## src/rtl/jclr_pkg.sv

```systemverilog
`default_nettype none
// ----------------------------------------------------------------------------
// jclr_pkg: shared types and constants
// Widths, refresh sequence codes, queue item layout and back-end state codes
// for the joystick cursor LCD refresher.
// ----------------------------------------------------------------------------
package jclr_pkg;

    // frame store: 8 pages x 128 columns, one byte per page column
    localparam int STORE_DEPTH = 1024;
    localparam int ADDR_W      = $clog2(STORE_DEPTH);
    localparam int BYTE_W      = 8;
    localparam int JOY_W       = 10;
    localparam int X_W         = 7;
    localparam int Y_W         = 6;
    localparam int PAGE_W      = 3;
    localparam int STEP_W      = 8;

    localparam logic [X_W-1:0]    X_MAX       = 7'd127;
    localparam logic [Y_W-1:0]    Y_MAX       = 6'd63;
    localparam logic [PAGE_W-1:0] PAGE_LAST   = 3'd7;
    localparam logic [BYTE_W-1:0] PAGE_SET    = 8'hB8;
    localparam logic [BYTE_W-1:0] COLUMN_SET  = 8'h40;
    localparam logic [BYTE_W-1:0] STORE_INIT0 = 8'h01;

    // refresh steps within a page: 0..1 page set, 2..3 column set, 4..131 data
    localparam logic [STEP_W-1:0] STEP_COL  = 8'd2;
    localparam logic [STEP_W-1:0] STEP_DATA = 8'd4;
    localparam logic [STEP_W-1:0] STEP_LAST = 8'd131;

    localparam logic [JOY_W-1:0] DEAD_LOW_RST  = 10'd475;
    localparam logic [JOY_W-1:0] DEAD_HIGH_RST = 10'd549;

    localparam int CFG_IDX_W = 1;
    typedef enum logic [CFG_IDX_W-1:0] {
        CFG_DEAD_LOW  = 1'b0,
        CFG_DEAD_HIGH = 1'b1
    } t_cfg_reg;

    // queue between front and back; depth must be a power of two
    localparam int FIFO_DEPTH = 2;
    localparam int FIFO_PTR_W = $clog2(FIFO_DEPTH);
    localparam int FIFO_CNT_W = $clog2(FIFO_DEPTH + 1);

    typedef enum logic {
        CMD_TICK = 1'b0,
        CMD_XFER = 1'b1
    } t_cmd;

    // cursor movement, already in cursor terms (y inversion done up front)
    typedef enum logic [1:0] {
        DIR_NONE = 2'd0,
        DIR_DEC  = 2'd1,
        DIR_INC  = 2'd2
    } t_dir;

    typedef struct packed {
        t_cmd cmd;
        t_dir x_dir;
        t_dir y_dir;
        logic released;
    } t_item;

    typedef enum logic [2:0] {
        BS_CLEAR    = 3'd0,
        BS_IDLE     = 3'd1,
        BS_TICK_WR  = 3'd2,
        BS_TICK_RMW = 3'd3,
        BS_REF_RD   = 3'd4
    } t_bstate;

endpackage
`default_nettype wire

```

## src/rtl/jclr_front.sv

```systemverilog
`default_nettype none
// ----------------------------------------------------------------------------
// jclr_front: input stage
// Holds the deadband registers, accepts beats and turns joystick samples
// into per-axis cursor moves before queueing.
// ----------------------------------------------------------------------------
module jclr_front (
    input  wire logic                           i_clk,
    input  wire logic                           i_rst_n,
    input  wire logic                           i_valid,
    output logic                                o_ready,
    input  wire logic                           i_cmd,
    input  wire logic [jclr_pkg::JOY_W-1:0]     i_joy_x,
    input  wire logic [jclr_pkg::JOY_W-1:0]     i_joy_y,
    input  wire logic                           i_button_released,
    input  wire logic                           i_cfg_valid,
    output logic                                o_cfg_ready,
    input  wire logic [jclr_pkg::CFG_IDX_W-1:0] i_cfg_index,
    input  wire logic [jclr_pkg::JOY_W-1:0]     i_cfg_data,
    input  wire logic                           i_q_full,
    input  wire logic                           i_init_done,
    output logic                                o_push,
    output jclr_pkg::t_item                     o_item
);

    logic [jclr_pkg::JOY_W-1:0] r_dead_low;
    logic [jclr_pkg::JOY_W-1:0] r_dead_high;

    assign o_cfg_ready = 1'b1;
    assign o_ready     = !i_q_full && i_init_done;
    assign o_push      = i_valid && o_ready;

    // low test wins over high test
    always_comb begin
        o_item.cmd      = jclr_pkg::t_cmd'(i_cmd);
        o_item.released = i_button_released;
        if (i_joy_x < r_dead_low) begin
            o_item.x_dir = jclr_pkg::DIR_DEC;
        end else if (i_joy_x > r_dead_high) begin
            o_item.x_dir = jclr_pkg::DIR_INC;
        end else begin
            o_item.x_dir = jclr_pkg::DIR_NONE;
        end
        // y axis inverted: low sample moves down the screen
        if (i_joy_y < r_dead_low) begin
            o_item.y_dir = jclr_pkg::DIR_INC;
        end else if (i_joy_y > r_dead_high) begin
            o_item.y_dir = jclr_pkg::DIR_DEC;
        end else begin
            o_item.y_dir = jclr_pkg::DIR_NONE;
        end
    end

    always_ff @(posedge i_clk) begin
        if (!i_rst_n) begin
            r_dead_low  <= jclr_pkg::DEAD_LOW_RST;
            r_dead_high <= jclr_pkg::DEAD_HIGH_RST;
        end else if (i_cfg_valid) begin
            unique case (jclr_pkg::t_cfg_reg'(i_cfg_index))
                jclr_pkg::CFG_DEAD_LOW:  r_dead_low  <= i_cfg_data;
                jclr_pkg::CFG_DEAD_HIGH: r_dead_high <= i_cfg_data;
                default: ;
            endcase
        end
    end

endmodule
`default_nettype wire

```

## config.mk

```make
export PLATFORM = sky130hd
export DESIGN_NAME = jclr_front
export DESIGN_NICKNAME = d
export VERILOG_FILES = /design/src/rtl/jclr_pkg.sv /design/src/rtl/jclr_front.sv
export SDC_FILE = /design/constraint.sdc
export NUM_CORES = 1
export LEC_CHECK = 0
export BUFFER_PORTS_ARGS = -buffer_cell sky130_fd_sc_hd__buf_2
export CAP_MARGIN = 5
export CORE_MARGIN = 1.5
export CORE_UTILIZATION = 49
export DETAILED_ROUTE_END_ITERATION = 12
export PLACE_DENSITY = 0.76
export SETUP_SLACK_MARGIN = 0.2
export SYNTH_ARGS = -nofsm -noshare
export SYNTH_HDL_FRONTEND = slang
export SYNTH_SLANG_ARGS = --single-unit
```

## constraint.sdc

```tcl
create_clock -name i_clk -period 2.2 [get_ports i_clk]
set_clock_uncertainty 0.2 [all_clocks]
set_input_delay 0.33 -clock i_clk [delete_from_list [all_inputs] [get_ports i_clk]]
set_output_delay 0.33 -clock i_clk [all_outputs]
set_load 0.1 [all_outputs]
```

==> impl_results.md, run 1 <==
- Result of the run: finished, violations left
- Violations in the final reports: negative setup slack
- # DRC: 0
- Worst-Skew Late Latency: 0.29 ns
- Avg Inst Size Synth: 8.12 um2
- Internal: between 700 and 800 uW
- Number of placement rows: 20
- Share of post-route cells with drive strength above 1: 40.3%
- Mapped Area: between 1500 and 2000 um2
- Sink Count: 20
- Setup TNS: -1.58 ns
- Number of failing hold endpoints at the final stage: 0
- WP data required: 1.67 ns
- Grt total ovfl: 0
- GRT Total Usage: about a quarter
- Number of buffers inserted by port buffering: 42
- Gpl congestion: 0.828
- Average wire length per cell after detail routing: between 10 and 15 um
- Number of distinct library cells after synthesis: 25
- Synth-to-layout area growth: 43.2%
- Wire length of the first global-routing pass: 6.74 mm
- Number of antenna violations at the first check in global routing: 0
- Routed wire length: approximately 4 mm
- Crit path launch type: register
- Critical Path End Type: output port
- Initial core utilization: 52.4%
- Maximum clock path buffer count: 2
- Count of hold buffers inserted by post-cts repair: 0
- H-tree lvl count: 1
- Data arrival at the endpoint of the critical path: 2.12 ns
- Cell area after placement: 2150 um2
- Via count of the first global-routing pass: 1588
- Static leakage: 0.00112 uW
- Crit-path max FO: 3
- Register share of total power: 36.0%
- Sw Pwr: 396 uW
- Number of violations reported at the end of detailed-routing iteration 0: 38
- Total nets after synthesis: 279
- Die Span Y: 60.9 um
- Peak supply drop: 0.000417 V
- Switch share: 36.1%
- Yosys warns: 0
- Unrepaired setup endpoints after global routing: true
- Final cycle utilization of the critical path: 120%
- Part of the total power dissipated in combinational logic: 45.2%
- Detailed-route vias per instance: 5.32
- Post-layout min period: roughly 2.7 ns
- Hold/Removal Path Class: in -> reg
- Class of the most critical setup path: reg -> out
- Cell area power density: 467 nW/um2
- Number of setup violations in the final report: 4
- Diodes inserted: 0
- Number of top-level design ports: 48
- Post-DP HPWL: 3.22 mm
- Cell chosen for the clock root: clkbuf_4
- Max-slew violation count: 0
- Final-stage net count: 341
- Worst-case setup slack after placement: -0.217 ns
- Crit path setup slack, layout: -0.450 ns
- Share of the core filled with cells: 75.1%
- Initial DRT Pass Iterations: 4
- Clock buffer count from CTS: 3
- Placeable core region: 3130 um2
- Die Area: 3700 um2
- Clk network pwr share: 18.9%
- Clock-pin slew reported for the worst setup and hold paths after clock tree synthesis: 0.10 ns
- Register area share after synthesis: about a quarter
- Antenna Nets Post-Route: 0
- DIE WIDTH: 60.9 um
- Commonest cells after routing, fill and taps aside: 38 x nand2_1, 38 x buf_2, 28 x ha_1, 23 x buf_4, 14 x inv_1
- Routed vias: approximately 1.6k
- FF+latch count, synth: 20
- Maximum number of pins on one net before global-route repair: 21
- Synthesized instance count: 202
- Fmax achieved: 377 MHz
- Post-route standard cell area excluding fillers: 2350 um2
- Clock tree from TritonCTS: built
- Max-Cap Viols: 0
## power groups by stage
stage	Clock [uW]	Combinational, uW	Sequential [uW]
3_3_place_gp	0	434	399
5_1_grt	229	541	398
3_5_place_dp	0	449	400
4_1_cts	213	477	394
6_report	207	496	395
2_1_floorplan	0	305	398
## cell usage after synthesis, drive strengths merged
| library cell | count | area share [%] |
|---|---|---|
| a21boi | 9 | 4.1 |
| ha | 38 | 29 |
| dfxtp | 20 | 24 |
| nand3 | 2 | 0.61 |
| nor2b | 4 | 1.5 |
| o21ai | 6 | 1.8 |
| and4 | 2 | 1.1 |
| nor3 | 6 | 1.8 |
| nor4 | 2 | 0.76 |
| o211ai | 9 | 4.1 |
| conb | 1 | 0.23 |
| nand2b | 3 | 1.1 |
| a21oi | 14 | 4.3 |
| a21o | 4 | 1.8 |
| inv | 22 | 5.0 |
| a221oi | 2 | 1.8 |
| o21a | 2 | 0.92 |
| and2 | 2 | 0.76 |
| a211o | 2 | 1.1 |
| clkbuf | 3 | 0.69 |
| nand4 | 6 | 2.3 |
| buf | 5 | 2.0 |
| nand2 | 38 | 8.7 |
## per-stage QoR
step | power [uW] | instances | hold WS [ns]
2_1_floorplan | 703 | 202 | 0.243
3_3_place_gp | 834 | 298 | 0.253
3_5_place_dp | 849 | 298 | 0.259
4_1_cts | 1080 | 305 | 0.0447
5_1_grt | 1170 | 307 | 0.0547
6_report | 1100 | 307 | 0.0500
## critical path, cell delays in order, from the launching register on
cell,delay [ns]
dfxtp_2,0.35
inv_4,0.05
ha_4,0.23
a211o_1,0.26
a21oi_2,0.16
o21ai_2,0.09
a221oi_4,0.30
buf_4,0.16
nor4_4,0.04
buf_12,0.18
## cell families after synthesis
group / Yosys count / synth area share (%)
fa+ha+maj: 38 / 29.0
flops: 20 / 24.4
simple gates: 65 / 18.7
buf+inv: 30 / 7.70
compound gates: 48 / 20.0
other cells: 1 / 0.229
## layout make-up
type | instances | area [um2]
flip-flops and latches | 20 | 410
inverters | 22 | 85.1
repair buffers | 65 | 443
clock buffers | 4 | 36.3
well taps | 44 | 55.1
fillers | 233 | 778
multi-input cells | 152 | 1320
## state kept, by name, indices dropped and copies added, names as in the netlist
register,count
r_dead_low,10
r_dead_high,10
## repair_timing
action | 4_1_cts | 5_1_grt
pin swaps | 9 | 4
endpoints found under the setup margin | 4 | 4
buffers inserted | 3 | 2
gates resized for setup | 22 | 6
## layer usage
metal,up-vias,wire length (um),GRT usage [%]
met5,-,0,0
met4,0,30,7.45
met3,4,144,2.13
met2,39,1990,41.8
met1,756,1930,31.8
li1,835,-,-
## final timing paths
kind | from | endpoint | slack, ns | cells after the start
setup / recovery | r_dead_low[3] | o_item[4] | -0.45 | 9
hold / removal | i_cfg_data[0] | r_dead_high[0] | 0.05 | 3
setup reg to reg | r_dead_low[3] | r_dead_low[3] | 1.14 | 4
hold reg to reg | r_dead_high[1] | r_dead_high[1] | 0.27 | 2
Power figures use the tool's default switching activity.
==> inputs of run 2 (changes only) <==
--- a/config.mk
+++ b/config.mk
@@ -8,9 +8,8 @@
 export BUFFER_PORTS_ARGS = -buffer_cell sky130_fd_sc_hd__buf_2
 export CAP_MARGIN = 5
 export CORE_MARGIN = 1.5
-export CORE_UTILIZATION = 49
+export CORE_UTILIZATION = 35
 export DETAILED_ROUTE_END_ITERATION = 12
-export PLACE_DENSITY = 0.76
 export SETUP_SLACK_MARGIN = 0.2
 export SYNTH_ARGS = -nofsm -noshare
 export SYNTH_HDL_FRONTEND = slang
==> constraint.sdc (replaced) <==
create_clock -name i_clk -period 3.4 [get_ports i_clk]
set_clock_uncertainty 0.2 [all_clocks]
set_input_delay 0.51 -clock i_clk [delete_from_list [all_inputs] [get_ports i_clk]]
set_output_delay 0.51 -clock i_clk [all_outputs]
set_load 0.1 [all_outputs]
==> impl_results.md, run 2 (synthesis gave the netlist of run 1 again) <==
- Result of the run: completed
- Sink Count: 20
- Worst-path cell with the longest stage delay: clkbuf_4
- Final-stage net count: 319
- Most common cell after layout, fill and taps aside: buf_2
- GRT Total Usage: around 15%
- Gpl congestion: 0.830
- Static leakage: 0.000992 uW
- Worst-case setup slack after placement: 0.372 ns
- Max-slew violation count: 0
- Class of the most critical setup path: reg -> out
- WP data required: 2.69 ns
- Number of buffers inserted by port buffering: 42
- Hold/Removal Path Class: reg -> reg
- Synth-to-layout area growth: 21.4%
- Die Area: 5110 um2
- Peak supply drop: roughly 0.00023 V
- Buffer count from post-CTS setup fixing: 0
- Average wire length per cell after detail routing: between 10 and 15 um
- Crit-path max FO: 3
- Routed vias: 1460
- Die Span Y: between 70 and 80 um
- Number of violations reported at the end of detailed-routing iteration 0: ~50
- Grt total ovfl: 0
- FF/Latch Area: 400 um2
- Detailed-route vias per instance: 5.00
- DIE WIDTH: ~71 um
- Share of post-route cells with drive strength above 1: 21.7%
- Chain of cells forming the critical path: inv_1, ha_1, a211o_1, a21oi_1, o21ai_1, a221oi_4, clkbuf_4
- CP delay by family, top: compound AO/OA/AOI/OAI gates
- Clock buffer count from CTS: 3
- Fmax achieved: 333 MHz
- Clock-pin slew reported for the worst setup and hold paths after clock tree synthesis: 0.07 ns
- Transition time of the tightest slew-check pin: 0.501 ns
- Cell chosen for the clock root: clkbuf_8
- Placeable core region: between 4000 and 5000 um2
- Critical Path End Type: output port
- Data arrival at the endpoint of the critical path: 2.29 ns
- Via count of the first global-routing pass: 1299
- Initial DRT Pass Iterations: 6
- Post-DP HPWL: about 3.2 mm
- Maximum clock path buffer count: 2
- Number of antenna violations at the first check in global routing: 0
- Crit path setup slack, layout: approximately 0.40 ns
- Worst-Skew Late Latency: 0.25 ns
- Number of failing hold endpoints at the final stage: 0
- Crit path launch type: register
- Commonest cells after routing, fill and taps aside: 41 x buf_2, 38 x nand2_1, 37 x ha_1, 22 x inv_1, 20 x dfxtp_1
- Slew headroom: 66.6%
- Unrepaired setup endpoints after global routing: false
- Clock tree from TritonCTS: built
- Worst path buffer plus inverter count: 2
- Number of placement rows: 24
- H-tree lvl count: 1
- Filler cells: 474
- Cell area power density: about 330 nW/um2
- Number of top-level design ports: 48
- Initial core utilization: 36.9%
- Antenna Nets Post-Route: 0
- Delay contributed by the slowest stage of the critical path: 0.40 ns
- Top Registers: r_dead_high (10), r_dead_low (10)
- Post-layout min period: ~3.0 ns
- Setup TNS: 0 ns
- Diodes inserted: 0
- Max-Cap Viols: 0
- Routed wire length: 3.68 mm
- Count of hold buffers inserted by post-cts repair: 0
- # DRC: 0
- Final cycle utilization of the critical path: about nine tenths
- Number of gates resized after cts: 0
- Maximum number of pins on one net before global-route repair: 21
- Worst Hold Slack: 0.265 ns
- Area taken by multi-input logic gates: 1180 um2
- Number of setup violations in the final report: 0
- Wire length of the first global-routing pass: 5.95 mm
run 2: final cells by class:
type | count | area share (%)
repair buffers | 43 | 11.1
multi-input cells | 152 | 59.3
inverters | 22 | 4.15
well taps | 52 | 3.27
clock buffers | 3 | 2.07
flip-flops and latches | 20 | 20.1
run 2: through the flow:
step                      util, %  power (uW)  cell area (um2)  cells
after floorplan                 -         453             1710    202
after global placement       43.8         502             1950    289
after detailed placement     43.8         505             1950    289
after CTS                    44.7         652             1990    292
after global routing         44.8         692             1990    292
final                        44.8         648             1990    292
run 2: worst min-delay path, cell delays in order, from the launching register on:
cell	delay, ns
dfxtp_1	0.31
nand2_1	0.05
a21boi_0	0.06
run 2: per-layer routing:
layer,vias up,routed length (um),GRT usage (%),share of wire (%)
met3,2,105,1.55,2.9
met2,25,1500,20.9,41
met5,-,0,0,0
li1,789,-,-,-
met1,644,2050,23.1,56
met4,0,24,4.40,0.65
run 2: final timing paths:
path,start,to,slack [ns],depth (start not counted)
worst max-delay path,r_dead_low[3],o_item[2],0.40,7
worst min-delay path,r_dead_high[8],r_dead_high[8],0.27,2
worst max register to register,r_dead_low[3],r_dead_low[3],2.51,2
worst min register to register,r_dead_high[8],r_dead_high[8],0.27,2
run 2: where the power goes:
| part | switching [uW] | leakage [uW] | internal, uW | total (uW) |
|---|---|---|---|---|
| logic | 157 | 0.000806 | 87.9 | 245 |
| clock network | 70.1 | 0.0000216 | 78.6 | 149 |
| registers | 5.92 | 0.000165 | 248 | 254 |
| total | 233 | 0.000992 | 414 | 648 |
