==> config.mk <==
export PLATFORM = sky130hd
export DESIGN_NAME = jclr_fifo
export DESIGN_NICKNAME = d
export VERILOG_FILES = /design/src/rtl/jclr_pkg.sv /design/src/rtl/jclr_fifo.sv
export SDC_FILE = /design/constraint.sdc
export NUM_CORES = 1
export LEC_CHECK = 0
export ABC_AREA = 1
export BUFFER_PORTS_ARGS = -buffer_cell sky130_fd_sc_hd__clkbuf_2
export CORE_AREA = 2 2 40 42
export CTS_CLUSTER_DIAMETER = 120
export DETAILED_ROUTE_END_ITERATION = 6
export DIE_AREA = 0 0 42 44
export HOLD_SLACK_MARGIN = 0.06
export PLACE_DENSITY = 0.78
export SLEW_MARGIN = 10
export SYNTH_ARGS = -nofsm -noshare
export SYNTH_HDL_FRONTEND = slang
export SYNTH_SLANG_ARGS = --single-unit
==> constraint.sdc <==
create_clock -name i_clk -period 2.8 [get_ports i_clk]
set_input_delay 0.42 -clock i_clk [delete_from_list [all_inputs] [get_ports i_clk]]
set_output_delay 0.42 -clock i_clk [all_outputs]
set_load 0.02 [all_outputs]
==> src/rtl/jclr_pkg.sv <==
`default_nettype none
// ----------------------------------------------------------------------------
// jclr_pkg: shared types and constants
// Widths, refresh sequence codes, queue item layout and back-end state codes
// for the joystick cursor LCD refresher.
// ----------------------------------------------------------------------------
package jclr_pkg;

    // frame store: 8 pages x 128 columns, one byte per page column
    localparam int STORE_DEPTH = 1024;
    localparam int ADDR_W      = $clog2(STORE_DEPTH);
    localparam int BYTE_W      = 8;
    localparam int JOY_W       = 10;
    localparam int X_W         = 7;
    localparam int Y_W         = 6;
    localparam int PAGE_W      = 3;
    localparam int STEP_W      = 8;

    localparam logic [X_W-1:0]    X_MAX       = 7'd127;
    localparam logic [Y_W-1:0]    Y_MAX       = 6'd63;
    localparam logic [PAGE_W-1:0] PAGE_LAST   = 3'd7;
    localparam logic [BYTE_W-1:0] PAGE_SET    = 8'hB8;
    localparam logic [BYTE_W-1:0] COLUMN_SET  = 8'h40;
    localparam logic [BYTE_W-1:0] STORE_INIT0 = 8'h01;

    // refresh steps within a page: 0..1 page set, 2..3 column set, 4..131 data
    localparam logic [STEP_W-1:0] STEP_COL  = 8'd2;
    localparam logic [STEP_W-1:0] STEP_DATA = 8'd4;
    localparam logic [STEP_W-1:0] STEP_LAST = 8'd131;

    localparam logic [JOY_W-1:0] DEAD_LOW_RST  = 10'd475;
    localparam logic [JOY_W-1:0] DEAD_HIGH_RST = 10'd549;

    localparam int CFG_IDX_W = 1;
    typedef enum logic [CFG_IDX_W-1:0] {
        CFG_DEAD_LOW  = 1'b0,
        CFG_DEAD_HIGH = 1'b1
    } t_cfg_reg;

    // queue between front and back; depth must be a power of two
    localparam int FIFO_DEPTH = 2;
    localparam int FIFO_PTR_W = $clog2(FIFO_DEPTH);
    localparam int FIFO_CNT_W = $clog2(FIFO_DEPTH + 1);

    typedef enum logic {
        CMD_TICK = 1'b0,
        CMD_XFER = 1'b1
    } t_cmd;

    // cursor movement, already in cursor terms (y inversion done up front)
    typedef enum logic [1:0] {
        DIR_NONE = 2'd0,
        DIR_DEC  = 2'd1,
        DIR_INC  = 2'd2
    } t_dir;

    typedef struct packed {
        t_cmd cmd;
        t_dir x_dir;
        t_dir y_dir;
        logic released;
    } t_item;

    typedef enum logic [2:0] {
        BS_CLEAR    = 3'd0,
        BS_IDLE     = 3'd1,
        BS_TICK_WR  = 3'd2,
        BS_TICK_RMW = 3'd3,
        BS_REF_RD   = 3'd4
    } t_bstate;

endpackage
`default_nettype wire

==> src/rtl/jclr_fifo.sv <==
`default_nettype none
// ----------------------------------------------------------------------------
// jclr_fifo: short item queue
// Decouples the classifying front end from the store sequencer.
// ----------------------------------------------------------------------------
module jclr_fifo (
    input  wire logic           i_clk,
    input  wire logic           i_rst_n,
    input  wire logic           i_push,
    input  jclr_pkg::t_item     i_item,
    input  wire logic           i_pop,
    output jclr_pkg::t_item     o_item,
    output logic                o_full,
    output logic                o_not_empty
);

    jclr_pkg::t_item                    r_mem [jclr_pkg::FIFO_DEPTH];
    logic [jclr_pkg::FIFO_PTR_W-1:0]    r_wr_ptr;
    logic [jclr_pkg::FIFO_PTR_W-1:0]    r_rd_ptr;
    logic [jclr_pkg::FIFO_CNT_W-1:0]    r_count;
    logic [jclr_pkg::FIFO_CNT_W-1:0]    n_count;

    assign o_full      = (r_count == jclr_pkg::FIFO_CNT_W'(jclr_pkg::FIFO_DEPTH));
    assign o_not_empty = (r_count != '0);
    assign o_item      = r_mem[r_rd_ptr];

    always_comb begin
        n_count = r_count;
        if (i_push && !i_pop) begin
            n_count = r_count + 1'b1;
        end else if (i_pop && !i_push) begin
            n_count = r_count - 1'b1;
        end
    end

    always_ff @(posedge i_clk) begin
        if (!i_rst_n) begin
            r_wr_ptr <= '0;
            r_rd_ptr <= '0;
            r_count  <= '0;
        end else begin
            if (i_push) begin
                r_wr_ptr <= r_wr_ptr + 1'b1;
            end
            if (i_pop) begin
                r_rd_ptr <= r_rd_ptr + 1'b1;
            end
            r_count <= n_count;
        end
    end

    always_ff @(posedge i_clk) begin
        if (i_push) begin
            r_mem[r_wr_ptr] <= i_item;
        end
    end

endmodule
`default_nettype wire

==> summary.txt, run 1 <==
RD Place Congestion: 0.650
crit path max fanout: 6
post-layout minimum cycle time: 1720 ps
RSZ-0062 raised after global routing: no
Comb power frac: 15.2%
via count: 413
Top Metal Used: met3
Non-Filler Instances: 88
largest net degree at the start of global routing: 10
total core area: 0.00142 mm2
Die Height: 44 um
ant diodes: 0
I/O pins: 18
worst min path class: input port to flip-flop
Final nets: 84
largest family of logic cells by synthesized area: multiplexers
most common cell after layout, fill and taps aside: clkbuf_2
switching pwr: 0.000123 W
Hold Path Sink: r_mem[1][0]$_DFFE_PP_
reg2reg setup slack: 1700 ps
Int Pwr: 0.000373 W
commonest non-fill, non-tap cells in the layout: 17 x clkbuf_2, 12 x edfxtp_1, 8 x inv_1, 6 x mux2_2, 6 x nor2_1
xor/xnor share of the synthesized area: 1.32%
placed instance count: 84
IO buf count: 17
CP required: 2380 ps
Fin. Hold Viols: 0
post-synthesis sequential area ratio: 69.6%
Overall Global Routing Usage: 12.1%
hold buffer count at CTS: 0
yosys warns: 0
drc violations: 0
clk buf depth: 2
clock tree from TritonCTS: yes
Syn-to-layout area delta: 19.1%
Reg2Reg Capture Point: r_mem[0][3]$_DFFE_PP_
Synth Cell Area: 662 um2
met2 WL: 458 um
Worst Setup Start Kind: flip-flop
slowest cell on the critical path: dfxtp_1
met3 wire len: 80 um
crit path buf inv count: 1
total nets after synthesis: 63
path type of the worst setup path: flip-flop to primary output
slew margin rel.: 66.3%
clock power share: 25.0%
worst r2r src: r_wr_ptr$_SDFFE_PN0P_
root buf cell: clkbuf_4
max_cap viols: 0
syn_area_per_cell: 12.7 um2
number of routed nets with antenna violations: 0
status: complete, no violations
Power Total: 0.000497 W
DR WL/cell: 10.9 um
Setup TNS Final: 0 ps
Slew Viols, Final: 0
initial core utilization: 46.6%
clock sink count: 17
Compound-Gate Fraction of Synth Area: 1.51%
postcts setup bufs: 0
worst slew pin tran: 503 ps
final design utilization: 55.6%
Clock Latency Late Sink: 280 ps
row count: 14
maximum vdd drop: 0.000376 V
share of layout cells above drive strength 1: 38.9%
leakage: 0.353 nW
Met1 Wirelength: 421 um
pwr/cell area: 630 mW/mm2
1st-pass router iterations: 4
CTS H-Tree Depth: 1
routed vias/inst: 4.69
sequential share of power: 59.8%
hold path depth: 1
Resized cells post-CTS: 0
HPWL Detailed: 736 um
Synth Register Bits: 17
die width: 42 um
Worst path max stage delay: 490 ps
synthesized netlist cell count: 52
Arrival @ worst endpoint: 1300 ps
first-pass GRT wire length: 1650 um
Final period util: 61.5%
CP cell instances: mux2_2 > clkbuf_2
Max Clock Skew: 0.456 ps
hold_sp: i_item[0]
reg2reg path depth: 1
Final Setup Violations: 0
Yosys cell types: 16
number of antenna violations at the first check in global routing: 0
drt initial violations: 2
GRT overflow: 0
WL final: 960 um
sw frac: 24.8%
simple-gate share of the synthesized area: 9.64%
nature of the critical path endpoint: primary output
post-synthesis adder-cell area fraction: 1.89%
Worst-path clk slew: 90 ps
die footprint: 0.00185 mm2
CTS Buf Count: 3
family with the most delay on the worst path: flip-flops
highest clock rate: 0.581 GHz
mux cell area share after synthesis: 10.2%
number of global-route vias before repair: 404
==> Yosys cell counts (all sizes together) <==
cell | instances | area, um2
o21ai | 1 | 5.00
a21oi | 1 | 5.00
nor2 | 6 | 22.5
inv | 9 | 33.8
nor3 | 1 | 5.00
xnor2 | 1 | 8.76
dfxtp | 5 | 100
ha | 1 | 12.5
nand2 | 6 | 25.0
buf | 1 | 5.00
mux2 | 6 | 67.6
nand4 | 1 | 6.26
edfxtp | 12 | 360
nand3 | 1 | 5.00
==> state kept, by name, summed over array words and instances, names as in the netlist, named ones only <==
name,count
r_rd_ptr,1
r_mem,12
r_wr_ptr,1
r_count,2
==> power groups by stage <==
stage          registers (W)   logic, W  clock network, W
2_1_floorplan       0.000298  0.0000554                 0
3_3_place_gp        0.000301  0.0000745                 0
3_5_place_dp        0.000303  0.0000764                 0
4_1_cts             0.000297  0.0000769          0.000131
5_1_grt             0.000299  0.0000847          0.000141
6_report            0.000297  0.0000755          0.000124
==> through the flow <==
stage	worst slack, ps	area [um2]	hold slack, ps
after global routing	990	788	313
final	1080	788	325
after global placement	1400	762	487
after floorplan	1560	662	466
after CTS	1040	788	314
after detailed placement	1380	762	498
==> per-layer routing <==
metal / GRT usage, % / vias up
met5: 0 / -
met1: 13.7 / 185
li1: - / 214
met3: 3.75 / 0
met4: 5.81 / 0
met2: 20.9 / 14
==> final cells by class <==
cell class              instances  area [um2]
flip-flops and latches         17         460
well taps                      16        20.0
fillers                       130         631
inverters                       9        33.8
repair buffers                 17        85.1
multi-input cells              25         163
clock buffers                   4        26.3
==> worst max path at each step <==
stage | start | to | slack (ps) | cells past startpoint
2_1_floorplan | flip-flop | o_item[0] | 1560 | 2
3_3_place_gp | flip-flop | o_item[4] | 1400 | 2
3_5_place_dp | flip-flop | o_item[4] | 1380 | 2
4_1_cts | flip-flop | o_item[4] | 1040 | 2
5_1_grt | flip-flop | o_item[4] | 990 | 2
6_report | flip-flop | o_item[4] | 1080 | 2
==> kinds of logic (layout without fill, tap and decap cells) <==
family          Yosys count  in the layout
buf+inv                  10             30
fa+ha+maj                 1              1
simple gates             15             15
xor+xnor                  1              1
mux                       6              6
compound gates            2              2
flops                    17             17
Power figures use the tool's default switching activity.
==> inputs of run 2 (changes only) <==
CORE_AREA = 2 2 43 45   (was 2 2 40 42)
DIE_AREA = 0 0 45 47   (was 0 0 42 44)
PLACE_DENSITY = 0.72   (was 0.78)
clock period = 1.5 ns   (was 2.8 ns; I/O delays follow)
==> summary.txt, run 2 (synthesized netlist as in run 1, its figures left out) <==
status: complete, no violations
reg2reg setup slack: 550 ps (-1150 ps)
1st-pass router iterations: 4 (unchanged)
crit path buf inv count: 1 (unchanged)
number of routed nets with antenna violations: 0 (unchanged)
Worst-path clk slew: 100 ps (about the same)
initial core utilization: 40.1% (-6.6 points)
RSZ-0062 raised after global routing: no
path type of the worst setup path: flip-flop to primary output
crit path max fanout: 6 (unchanged)
DR WL/cell: 10.9 um (about the same)
highest clock rate: 0.704 GHz
sequential cell area: 462 um2 (+0.27%)
IO buf count: 17 (unchanged)
Slew Viols, Final: 0 (unchanged)
die width: 45 um (+7.1%)
largest net degree at the start of global routing: 11 (+1)
drc violations: 0 (unchanged)
first-pass GRT wire length: 1630 um (-1.3%)
Die Height: 47 um (+6.8%)
hold buffer count at CTS: 0 (unchanged)
worst slew pin tran: 278 ps (-225 ps)
Final Setup Violations: 0 (unchanged)
CP required: 1270 ps (-1110 ps)
CTS H-Tree Depth: 1 (unchanged)
worst min path class: input port to flip-flop
Final WS setup: 80.5 ps (-998 ps)
clock sink count: 17 (unchanged)
die footprint: 0.00212 mm2 (+14%)
Overall Global Routing Usage: 11.1% (-1.1 points)
Final period util: 94.6%
HPWL Detailed: 752 um (+2.2%)
Power Total: 0.000932 W (+88%)
nature of the critical path endpoint: primary output
slew margin rel.: 81.5% (+15 points)
share of layout cells above drive strength 1: 42.5% (+3.6 points)
family with the most delay on the worst path: flip-flops
root buf cell: clkbuf_4
clk buf depth: 2 (unchanged)
Worst Setup Start Kind: flip-flop
register with the most flip-flops: r_mem
leakage: 0.361 nW (+2.3%)
post-layout minimum cycle time: 1420 ps
max reg flops: 12 (unchanged)
I/O pins: 18 (unchanged)
routed vias/inst: 4.66 (-0.80%)
clock tree from TritonCTS: yes
row count: 15 (+1)
pwr/cell area: 1170 mW/mm2 (+85%)
Worst path max stage delay: 410 ps (-80 ps)
slowest cell on the critical path: dfxtp_2
commonest non-fill, non-tap cells in the layout: 17 x clkbuf_2, 12 x edfxtp_1, 8 x inv_1, 6 x mux2_2, 6 x nor2_1
drt initial violations: 7 (+5)
total core area: 0.00165 mm2 (+16%)
Place WS: 287 ps (-1090 ps)
Clock Latency Late Sink: 280 ps (about the same)
CTS Buf Count: 3 (unchanged)
RD Place Congestion: 0.632 (-2.7%)
GRT overflow: 0 (unchanged)
number of global-route vias before repair: 435 (+7.7%)
Fin. Hold Viols: 0 (unchanged)
max_cap viols: 0 (unchanged)
# fillers: 160 (+23%)
maximum vdd drop: 0.000815 V (+120%)
biggest regs: r_mem x12, r_count x2
via count: 419 (+1.5%)
most common cell after layout, fill and taps aside: clkbuf_2
Setup TNS Final: 0 ps (unchanged)
CP cell instances: mux2_2 > clkbuf_2
Syn-to-layout area delta: 20.8%
number of antenna violations at the first check in global routing: 0 (unchanged)
WL final: 982 um (+2.3%)
Max Clock Skew: 3.71 ps (+3.25 ps)
area of the multi-input gates: 163 um2 (unchanged)
Arrival @ worst endpoint: 1190 ps (-110 ps)
Final nets: 85 (+1.2%)
ant diodes: 0 (unchanged)
-- run 2: path summary, 6_finish.rpt --
| path | cells past startpoint | endpoint | startpoint |
|---|---|---|---|
| worst max register to register | 2 | r_mem[1][1]$_DFFE_PP_ | r_wr_ptr$_SDFFE_PN0P_ |
| worst min register to register | 2 | r_wr_ptr$_SDFFE_PN0P_ | r_wr_ptr$_SDFFE_PN0P_ |
| worst max-delay path | 2 | o_item[2] | flip-flop |
| worst min-delay path | 1 | r_mem[0][2]$_DFFE_PP_ | i_item[2] |
-- run 2: metrics by stage --
step / std cells / hold slack, ps / area [um2] / util [%]
after CTS: 90 / 121 / 800 / 48.4
after global placement: 86 / 415 / 771 / 46.7
after detailed placement: 86 / 419 / 771 / 46.7
after global routing: 90 / 108 / 800 / 48.4
final: 90 / 129 / 800 / 48.4
after floorplan: 52 / 324 / 662 / -
-- run 2: per-layer routing --
layer / GRT usage (%) / routed length (um) / vias up
met5: 0 / 0 / -
li1: - / - / 213
met1: 11.2 / 391 / 190
met4: 3.53 / 7 / 0
met2: 20.0 / 504 / 14
met3: 5.38 / 78 / 2
-- run 2: area by class of cell --
| cell class | count | share of cell area (%) |
|---|---|---|
| Timing Repair Buffer | 18 | 11.6 |
| Clock inverter | 1 | 0.626 |
| Inverter | 9 | 4.23 |
| Multi-Input combinational cell | 25 | 20.3 |
| Sequential cell | 17 | 57.7 |
| Tap cell | 17 | 2.66 |
| Clock buffer | 3 | 2.82 |
-- run 2: report_power, final --
| part | internal, W | switching [W] | total, W |
|---|---|---|---|
| clock | 0.0000988 | 0.000133 | 0.000232 |
| sequential | 0.000536 | 0.0000172 | 0.000553 |
| combinational | 0.0000612 | 0.0000858 | 0.000147 |
-- run 2: repair_timing --
| action | 4_1_cts | 5_1_grt |
|---|---|---|
| gates resized for setup | 1 | 0 |
| setup endpoints to repair | 6 | 0 |
| hold endpoints to repair | 0 | 0 |
| setup buffers | 0 | 0 |
==> inputs of run 3 (changes only) <==
ABC_AREA = unset   (was 1)
CORE_AREA = 2 2 42 44   (was 2 2 43 45)
DIE_AREA = 0 0 44 46   (was 0 0 45 47)
PLACE_DENSITY = 0.74   (was 0.72)
==> summary.txt, run 3 <==
die width: 44 um (-2.2%)
Place WS: 233 ps (-54.2 ps)
Yosys cell types: 16 (unchanged)
Worst Setup Start Kind: flip-flop
RD Place Congestion: 0.610 (-3.4%)
register with the most flip-flops: r_mem
# fillers: 152 (-5.0%)
Final nets: 74 (-13%)
via count: 372 (-11%)
worst slew pin tran: 262 ps (-15.9 ps)
yosys warns: 0 (unchanged)
Synth Cell Area: 653 um2 (-1.3%)
drt initial violations: 2 (-5)
pwr/cell area: 1170 mW/mm2 (+0.69%)
slowest cell on the critical path: dfxtp_2
Worst path max stage delay: 400 ps (about the same)
CTS Buf Count: 3 (unchanged)
crit path max fanout: 6 (unchanged)
Clock Latency Late Sink: 270 ps (about the same)
highest clock rate: 0.712 GHz (+1.1%)
WL final: 851 um (-13%)
worst min path class: input port to flip-flop
clk buf depth: 2 (unchanged)
Async S/R FF share, synth: 0% (unchanged)
GRT overflow: 0 (unchanged)
status: complete, no violations
Final Setup Violations: 0 (unchanged)
Syn-to-layout area delta: 21.1%
share of layout cells above drive strength 1: 48.4% (+5.9 points)
clock sink count: 17 (unchanged)
Final period util: 93.6% (-1.0 points)
Slew Viols, Final: 0 (unchanged)
CTS H-Tree Depth: 1 (unchanged)
synth top area cells: edfxtp_1 55%, dfxtp_1 15%, mux2_2 10%
I/O pins: 18 (unchanged)
leakage: 0.328 nW (-9.2%)
syn_area_per_cell: 15.9 um2 (+25%)
maximum vdd drop: 0.000487 V (-40%)
initial core utilization: 40.5% (+0.39 points)
slew margin rel.: 82.5% (+1.1 points)
Synth Register Bits: 17 (unchanged)
max reg flops: 12 (unchanged)
commonest non-fill, non-tap cells in the layout: 17 x clkbuf_2, 12 x edfxtp_1, 6 x mux2_2, 4 x and2_1, 4 x dfxtp_1
biggest regs: r_mem x12, r_count x2
Die Height: 46 um (-2.1%)
1st-pass router iterations: 2 (-2)
root buf cell: clkbuf_4
number of antenna violations at the first check in global routing: 0 (unchanged)
IO buf count: 17 (unchanged)
post-layout minimum cycle time: 1400 ps (-15.0 ps)
DR WL/cell: 10.8 um (-1.3%)
Setup TNS Final: 0 ps (unchanged)
most common cell after layout, fill and taps aside: clkbuf_2
largest net degree at the start of global routing: 10 (-1)
Arrival @ worst endpoint: 1180 ps (about the same)
area of the multi-input gates: 185 um2 (+14%)
path type of the worst setup path: flip-flop to primary output
most frequent cells after synthesis: 12 x edfxtp_1, 6 x mux2_2, 5 x dfxtp_1
first-pass GRT wire length: 1430 um (-12%)
Non-Filler Instances: 79 (-12%)
post-synth top area cell: edfxtp_1
max_cap viols: 0 (unchanged)
nature of the critical path endpoint: primary output
total nets after synthesis: 52 (-17%)
CP required: 1270 ps (about the same)
number of routed nets with antenna violations: 0 (unchanged)
Max Clock Skew: 2.68 ps (-1.03 ps)
die footprint: 0.00202 mm2 (-4.3%)
Synth Flop Type: edfxtp_1
drc violations: 0 (unchanged)
routed vias/inst: 4.71 (+1.1%)
top-area cell type share of the netlist area: 55.2% (+0.73 points)
Fin. Hold Viols: 0 (unchanged)
count leader, synth: edfxtp_1
number of synthesized flops with an enable pin: 12 (unchanged)
CP cell instances: mux2_2 > clkbuf_2
RSZ-0062 raised after global routing: no
number of global-route vias before repair: 327 (-25%)
ant diodes: 0 (unchanged)
placed instance count: 75 (-13%)
sequential cell area: 462 um2 (unchanged)
clock tree from TritonCTS: yes
Overall Global Routing Usage: 10.5% (-0.61 points)
Final WS setup: 95.4 ps (+15.0 ps)
synthesized netlist cell count: 41 (-21%)
total core area: 0.00161 mm2 (-2.3%)
post-synthesis sequential area ratio: 70.5% (+0.93 points)
Worst-path clk slew: 90 ps (about the same)
row count: 15 (unchanged)
[run 3: cell count changes in the layout (fill, tap and decap cells not counted), sizes merged, moves of 2 or more]
cell | previous run | this run
nor2b | 0 | 2
inv | 9 | 1
and2 | 0 | 4
nand2 | 6 | 0
nor2 | 6 | 0
xor2 | 0 | 2
[run 3: critical path, delay by kind of cell, from the launching register on]
family	cells	cell delay [ps]
flops	1	400
mux	1	350
buf+inv	1	150
[run 3: final timing paths]
kind	startpoint	end	slack (ps)	cells after the start
max	flip-flop	o_item[5]	100	2
max reg2reg	r_count[0]$_SDFFE_PN0P_	r_count[1]$_SDFFE_PN0P_	470	3
min reg2reg	r_count[1]$_SDFFE_PN0P_	r_count[1]$_SDFFE_PN0P_	500	2
min	i_item[0]	r_mem[0][0]$_DFFE_PP_	140	1
[run 3: metal layers]
metal | vias up | part of all wire (%) | track usage (%)
li1 | 189 | - | -
met5 | - | 0 | 0
met2 | 15 | 41 | 14.1
met4 | 0 | 0 | 7.27
met1 | 168 | 50 | 12.9
met3 | 0 | 8.2 | 5.16
[run 3: repair_timing]
action / in CTS / in global routing
setup endpoints to repair: 6 / 0
gates resized for setup: 1 / 0
buffers inserted: 0 / 0
hold buffers: 0 / 0
[run 3: power breakdown]
group          switching, W  total, W  leakage [nW]  internal, W
clock              0.000119  0.000222        0.0150     0.000103
combinational     0.0000765  0.000150         0.159    0.0000739
sequential        0.0000189  0.000556         0.154     0.000537
[run 3: metrics by stage]
| stage | instance area (um2) | hold slack, ps | utilization (%) | power (W) |
|---|---|---|---|---|
| detailed placement | 763 | 421 | 47.3 | 0.000719 |
| global placement | 763 | 415 | 47.3 | 0.000715 |
| finish | 791 | 141 | 49.0 | 0.000928 |
| global route | 791 | 102 | 49.0 | 0.000993 |
| floorplan | 653 | 324 | - | 0.000667 |
| CTS | 791 | 131 | 49.0 | 0.000944 |
[run 3: kinds of logic after synthesis]
family / count (synthesis) / share of synthesized area (%)
flops: 17 / 70.5
mux: 6 / 10.3
xor+xnor: 3 / 4.02
simple gates: 9 / 9.00
buf+inv: 2 / 1.15
compound gates: 3 / 3.07
fa+ha+maj: 1 / 1.92
[run 3: final cells by class]
type | count | share of cell area, %
clock buffers | 4 | 3.32
inverters | 1 | 0.475
multi-input cells | 22 | 23.4
flip-flops and latches | 17 | 58.4
well taps | 17 | 2.69
repair buffers | 18 | 11.7
